**src/design/osfc_pkg.sv**
```systemverilog
// Shared constants, codes and types for the ordered set floor/ceiling block.
package osfc_pkg;

    localparam int CAPACITY = 64;
    localparam int KEY_W    = 32;
    localparam int CNT_W    = $clog2(CAPACITY + 1);

    localparam logic [1:0] OP_INSERT  = 2'd0;
    localparam logic [1:0] OP_FLOOR   = 2'd1;
    localparam logic [1:0] OP_CEILING = 2'd2;

    localparam logic [1:0] ST_OK        = 2'd0;
    localparam logic [1:0] ST_NOT_FOUND = 2'd1;
    localparam logic [1:0] ST_FULL      = 2'd2;
    localparam logic [1:0] ST_DUPLICATE = 2'd3;

    typedef struct packed {
        logic cmp_en;
        logic shift_en;
        logic floor_sel;
    } cell_ctrl_t;

endpackage

```
**src/design/osfc_cell.sv**
```systemverilog
// One slot of the sorted key chain: stores a key, compares it and shifts on insert.
module osfc_cell (
    input  logic                              clk,
    input  logic                              rst_n,
    input  osfc_pkg::cell_ctrl_t              ctrl,
    input  logic signed [osfc_pkg::KEY_W-1:0] query,
    input  logic                              valid,
    input  logic signed [osfc_pkg::KEY_W-1:0] prev_key,
    input  logic                              prev_lt,
    input  logic                              next_lt,
    output logic signed [osfc_pkg::KEY_W-1:0] cell_key,
    output logic                              lt,
    output logic                              eq,
    output logic                              hit,
    output logic [osfc_pkg::KEY_W-1:0]        sel_key
);

    logic signed [osfc_pkg::KEY_W-1:0] key_reg;
    logic signed [osfc_pkg::KEY_W-1:0] key_next;
    logic                              lt_reg;
    logic                              lt_next;
    logic                              eq_reg;
    logic                              eq_next;
    logic                              floor_hit;
    logic                              ceil_hit;

    assign lt_next = valid && (key_reg < query);
    assign eq_next = valid && (key_reg == query);

    // The last key below the query is the floor candidate; the first stored
    // key not below it is the ceiling.
    assign floor_hit = lt_reg && !next_lt;
    assign ceil_hit  = valid && !lt_reg && prev_lt;
    assign hit       = ctrl.floor_sel ? floor_hit : ceil_hit;
    assign sel_key   = hit ? key_reg : '0;

    always_comb
    begin
        key_next = key_reg;
        if (ctrl.shift_en && !lt_reg)
        begin
            key_next = prev_lt ? query : prev_key;
        end
    end

    always_ff @(posedge clk)
    begin
        key_reg <= key_next;
    end

    always_ff @(posedge clk or negedge rst_n)
    begin
        if (!rst_n)
        begin
            lt_reg <= 1'b0;
            eq_reg <= 1'b0;
        end
        else if (ctrl.cmp_en)
        begin
            lt_reg <= lt_next;
            eq_reg <= eq_next;
        end
    end

    assign cell_key = key_reg;
    assign lt       = lt_reg;
    assign eq       = eq_reg;

endmodule

```
**config.mk**
```make
export PLATFORM = sky130hd
export DESIGN_NAME = osfc_cell
export DESIGN_NICKNAME = d
export VERILOG_FILES = /design/src/design/osfc_pkg.sv /design/src/design/osfc_cell.sv
export SDC_FILE = /design/constraint.sdc
export NUM_CORES = 1
export LEC_CHECK = 0
export BUFFER_PORTS_ARGS = -buffer_cell sky130_fd_sc_hd__clkbuf_2
export CORE_ASPECT_RATIO = 1.5
export CORE_MARGIN = 2
export CORE_UTILIZATION = 33
export CTS_CLUSTER_DIAMETER = 30
export DETAILED_ROUTE_END_ITERATION = 16
export PLACE_DENSITY = 0.69
export SETUP_SLACK_MARGIN = 0.4
export SLEW_MARGIN = 10
export SYNTH_ARGS = -nofsm -noshare
export SYNTH_HDL_FRONTEND = slang
export SYNTH_SLANG_ARGS = --single-unit
```
**constraint.sdc**
```tcl
create_clock -name clk -period 2.2 [get_ports clk]
set_input_delay 0.11 -clock clk [delete_from_list [all_inputs] [get_ports clk]]
set_output_delay 0.11 -clock clk [all_outputs]
set_load 0.1 [all_outputs]
```
# [Yosys cells after proc, flatten, opt, wreduce, memory -nomap -nowiden]
# Cells that the tools add are included.
# W data, S select, Z words.
[classes] n_eq_ne=1 muxes=3 n_reduce_logical=8 magnitude_cmp=1
[ops] cell="$mux W32" n=2
[ops] cell="$eq A32 B32 Y1" n=1
[ops] cell="$lt A32 B32 Y1" n=1
[ops] cell="$logic_and A1 B1 Y1" n=6
[ops] cell="$logic_not A1 Y1" n=2
[ops] cell="$mux W1" n=1
[totals] inputBits=72 register_bits=34 word_cells=16 output_inout_bits=67

# [Longest topological paths before layout]
[logic_depth] word_depth=5 mapped_depth=8 mapped_depth_nobuf=8

# [Worst setup path after synthesis]
# OpenSTA, ideal clock, no wires.
[synth_timing] path_kind="register to output" startpoint="register lt_reg (netlist: lt)" endpoint="output sel_key[22] in the netlist's numbering" path_buffers=1 required_time_ps=2090 path_stages_with_launch=5 path_slack_ps=-1171 arrival_ps=3261 path_cell_list="dfrtp_1 -> nand2_1 -> o21ai_0 -> clkbuf_1 -> and2_1"
[synth_between] elab_chain_cells=5 word_cells_on_any_way=6 classes_between="mux (2); reduce/logical (4)"
[synth_lines] element="start, declared" line="osfc_cell.sv:20" rtl="logic lt_reg;"
[synth_lines] element="start signal, assigned" line="osfc_cell.sv:60" rtl="lt_reg <= lt_next;"
[synth_lines] element="$logic_not A1 Y1" line="osfc_cell.sv:33" rtl="assign ceil_hit = valid && !lt_reg && prev_lt;"
[synth_lines] element="$logic_and A1 B1 Y1 (2 in a row)" line="osfc_cell.sv:33"
[synth_lines] element="$mux W1 *" line="osfc_cell.sv:34" rtl="assign hit = ctrl.floor_sel ? floor_hit : ceil_hit;"
[synth_lines] element="net hit" line="osfc_cell.sv:14" rtl="output logic hit,"
[synth_lines] element="$mux W32 *" line="osfc_cell.sv:35" rtl="assign sel_key = hit ? key_reg : '0;"
[synth_lines] element="end, declared" line="osfc_cell.sv:15" rtl="output logic [osfc_pkg::KEY_W-1:0] sel_key"
# Mark *: on every way through the listed nets, which the timed path passes. The rest lies on a longest branch.

# [Final worst setup path]
[layout_timing] startpoint="register lt_reg (netlist: lt)" endpoint="output sel_key[26] in the netlist's numbering"
[layout_between] elab_chain_cells=5 word_cells_on_any_way=6 classes_between="mux (2); reduce/logical (4)"
[layout_lines] element="$logic_not A1 Y1" line="osfc_cell.sv:33"
[layout_lines] element="$logic_and A1 B1 Y1 (2 in a row)" line="osfc_cell.sv:33"
[layout_lines] element="$mux W1 *" line="osfc_cell.sv:34"
[layout_lines] element="$mux W32 *" line="osfc_cell.sv:35"
# Every way passes the cells marked *; elsewhere a longest branch is shown, timed or not.

==> metrics.md <==
| Metric | Value |
|---|---|
| Outcome | complete, no violations |
| Final Hold Vio Count | 0 |
| Ant diodes | 0 |
| Largest register FFs | 32 |
| IO Port Bufs | 138 |
| Largest delay contributor family on the critical path | flip-flops |
| Max Clock Skew | 0.00866 ns |
| Row count | 38 |
| DRT Wirelength | 7310 µm |
| Share of layout cells above drive strength 1 | 0.613 |
| Pwr Total | 2.81 mW |
| Lkg Pwr | 1.98 nW |
| Highest Clock Rate | 553 MHz |
| Yosys cell types | 28 |
| Worst-margin pin slew | 0.564 ns |
| First-pass GRT wire length | 10400 µm |
| # IOs | 139 |
| CP startpoint kind | flop |
| Number of buffers on the longest clock path | 2 |
| Crit-path max FO | 16 |
| Register area share after synthesis | 0.409 |
| FILL cells | 620 |
| WL/cell | 15.1 µm |
| Vias in the first global route | 2264 |
| Register area | 1010 µm² |
| DRC marker count from the first detailed-route iteration | 51 |
| Power Dens Cells | 671 nW/µm² |
| DIE AREA | 8220 µm² |
| Int Power | 1.51 mW |
| Synthesized area per cell | 10.7 µm² |
| Dominant cells by area after synthesis | edfxtp_1 39%, ha_1 16%, mux2_2 15% |
| Post-route ant nets | 0 |
| Post-route cell area | 4180 µm² |
| Synth warnings | 0 |
| Critical Path Max Stage Delay | 0.43 ns |
| Placed Area | 3910 µm² |
| Setup TNS | 0 ns |
| Comb power frac | 0.526 |
| Vias per cell | 4.66 |
| Most frequent cells in the layout | 105 x clkbuf_2, 34 x inv_1, 34 x buf_12 |
| Htree depth | 2 |
| Chip width | 74.7 µm |
| Largest net degree at the start of global routing | 34 |
| Most common cell after layout, fill and taps aside | clkbuf_2 |
| Crit path kind | flop to primary output |
| Tmin final | 1.81 ns |
| Seq cells post-synth | 34 |
| Global placer's final weighted congestion | 0.784 |
| Hold Crit Class | input pin to flop |
| Maxcap violations | 0 |
| Critical-path top delay cell | dfrtp_2 |
| Area leader, netlist | edfxtp_1 |
| Num CTS Buffers | 5 |
| Synthesized instance count | 232 |
| Worst-path clk slew | 0.08 ns |
| Area of the multi-input gates | 1490 µm² |
| Initial core utilization | 0.340 |
| Clk sinks | 34 |
| Layout area overhead | 69.1% |
| Post-route non-filler standard cell count | 485 |
| Routed vias | 2260 |
| Buf/Inv on CP | 2 |
| DP Cell Count | 466 |
| FF-to-FF setup slack | 0.43 ns |
| Worst IR Drop VDD | 438 µV |
| # nets final | 488 |
| TritonRoute pass-1 iters | 4 |
| Worst endpoint required time | 2.09 ns |
| Worst Setup End Kind | primary output |
| Sw Share | 0.463 |
| Slew HR | 0.626 |
| Clock Latency Late Sink | 0.28 ns |
| Synthesized area | 2470 µm² |
| Crit path DAT | 1.70 ns |
| Unrepaired setup endpoints after global routing | true |
| CORE AREA | 7270 µm² |
| CTS root buf | clkbuf_8 |
| Final setup fails | 0 |
| Final Max Tran Viols | 0 |
| Grt total ovfl | 0 |
| Initial antenna violation count | 0 |
| Final period utilization | 0.822 |
| CP cell instances | nor2_1, nand3_1, o21ai_4, clkbuf_16, and2_4, buf_12 |
| Seq pwr share | 0.303 |
| Syn nets | 336 |
| Die height | 110 µm |
| CTS tree | done |
| Post-layout util | 0.575 |
| GRT Util Overall | 0.167 |
| HPWL Detailed | 5610 µm |
| Part of the power in the clock network | 0.171 |
| Top-area cell type share of the netlist area | 0.388 |
| Sw Pwr | 1.30 mW |
| Residual DRC | 0 |
through the flow:
stage               setup WS (ns)  hold slack, ns
finish                      0.392           0.127
global route                0.312           0.126
CTS                         0.402           0.120
detailed placement          0.392         -0.0887
global placement            0.442         -0.0884
floorplan                 -0.0856          -0.186
cell families (layout without fill, tap and decap cells):
family / Yosys count / after routing / synth area share
AOI/OAI and AO/OA: 28 / 28 / 0.0658
adders and majority gates: 32 / 32 / 0.162
buffers and inverters: 41 / 194 / 0.0637
DFF: 34 / 34 / 0.409
muxes: 33 / 33 / 0.150
and+or+nand+nor: 64 / 64 / 0.150
area by class of cell:
cell class | count | share of cell area
multi-input cells | 157 | 0.355
repair buffers | 152 | 0.321
flip-flops and latches | 34 | 0.242
inverters | 34 | 0.0305
well taps | 100 | 0.0299
clock buffers | 7 | 0.0206
clock inverters | 1 | 0.00120
power groups by stage:
stage                     Sequential [mW]  Combinational [mW]  Clock (mW)
after floorplan                      1.29               0.590           0
after global placement              0.863                1.40           0
after detailed placement            0.867                1.41           0
after CTS                           0.852                1.43       0.498
after global routing                0.859                1.56       0.520
final                               0.850                1.48       0.481
per-layer routing:
layer  part of all wire  global-route usage
met1               0.35               0.174
met2               0.59               0.326
met3              0.043              0.0264
met4              0.018              0.0574
met5                  0                   0
cell usage after synthesis:
| cell | count |
|---|---|
| nand2_1 | 10 |
| a21oi_1 | 15 |
| nor2_1 | 5 |
| dfrtp_1 | 2 |
| and2_1 | 32 |
| a41oi_1 | 1 |
| a221oi_1 | 1 |
| nor4_1 | 1 |
| nand4_2 | 1 |
| and3_1 | 1 |
| edfxtp_1 | 32 |
| mux2_2 | 33 |
| ha_1 | 32 |
| nand4_1 | 5 |
| nor2b_1 | 2 |
| o21ai_1 | 1 |
| buf_2 | 3 |
| a21o_1 | 2 |
| a221o_1 | 1 |
| and2_0 | 1 |
| o211ai_1 | 1 |
| o21ai_0 | 5 |
| nor4_2 | 1 |
| or2_0 | 1 |
| nand3_1 | 4 |
| inv_1 | 34 |
| a211oi_1 | 1 |
| clkbuf_1 | 4 |
final timing paths:
kind                       cells after the start                endpoint                   start
max                                            6             sel_key[26]          lt$_DFFE_PN0P_
min                                            2  cell_key[24]$_DFFE_PP_            prev_key[24]
max reg2reg                                    7          lt$_DFFE_PN0P_  cell_key[17]$_DFFE_PP_
min reg2reg                                    1          eq$_DFFE_PN0P_          eq$_DFFE_PN0P_
max in group asynchronous                      2          lt$_DFFE_PN0P_                   rst_n
min in group asynchronous                      2          eq$_DFFE_PN0P_                   rst_n
what timing repair did:
item / CTS / global route
gates resized for setup: 3 / 9
setup buffers: 1 / 7
endpoints found under the hold margin: 2 / 0
pin swaps: 1 / 11
hold buffers: 1 / 0
endpoints found under the setup margin: 33 / 18
gates cloned: 0 / 2
(Power assumes the default switching activity.)
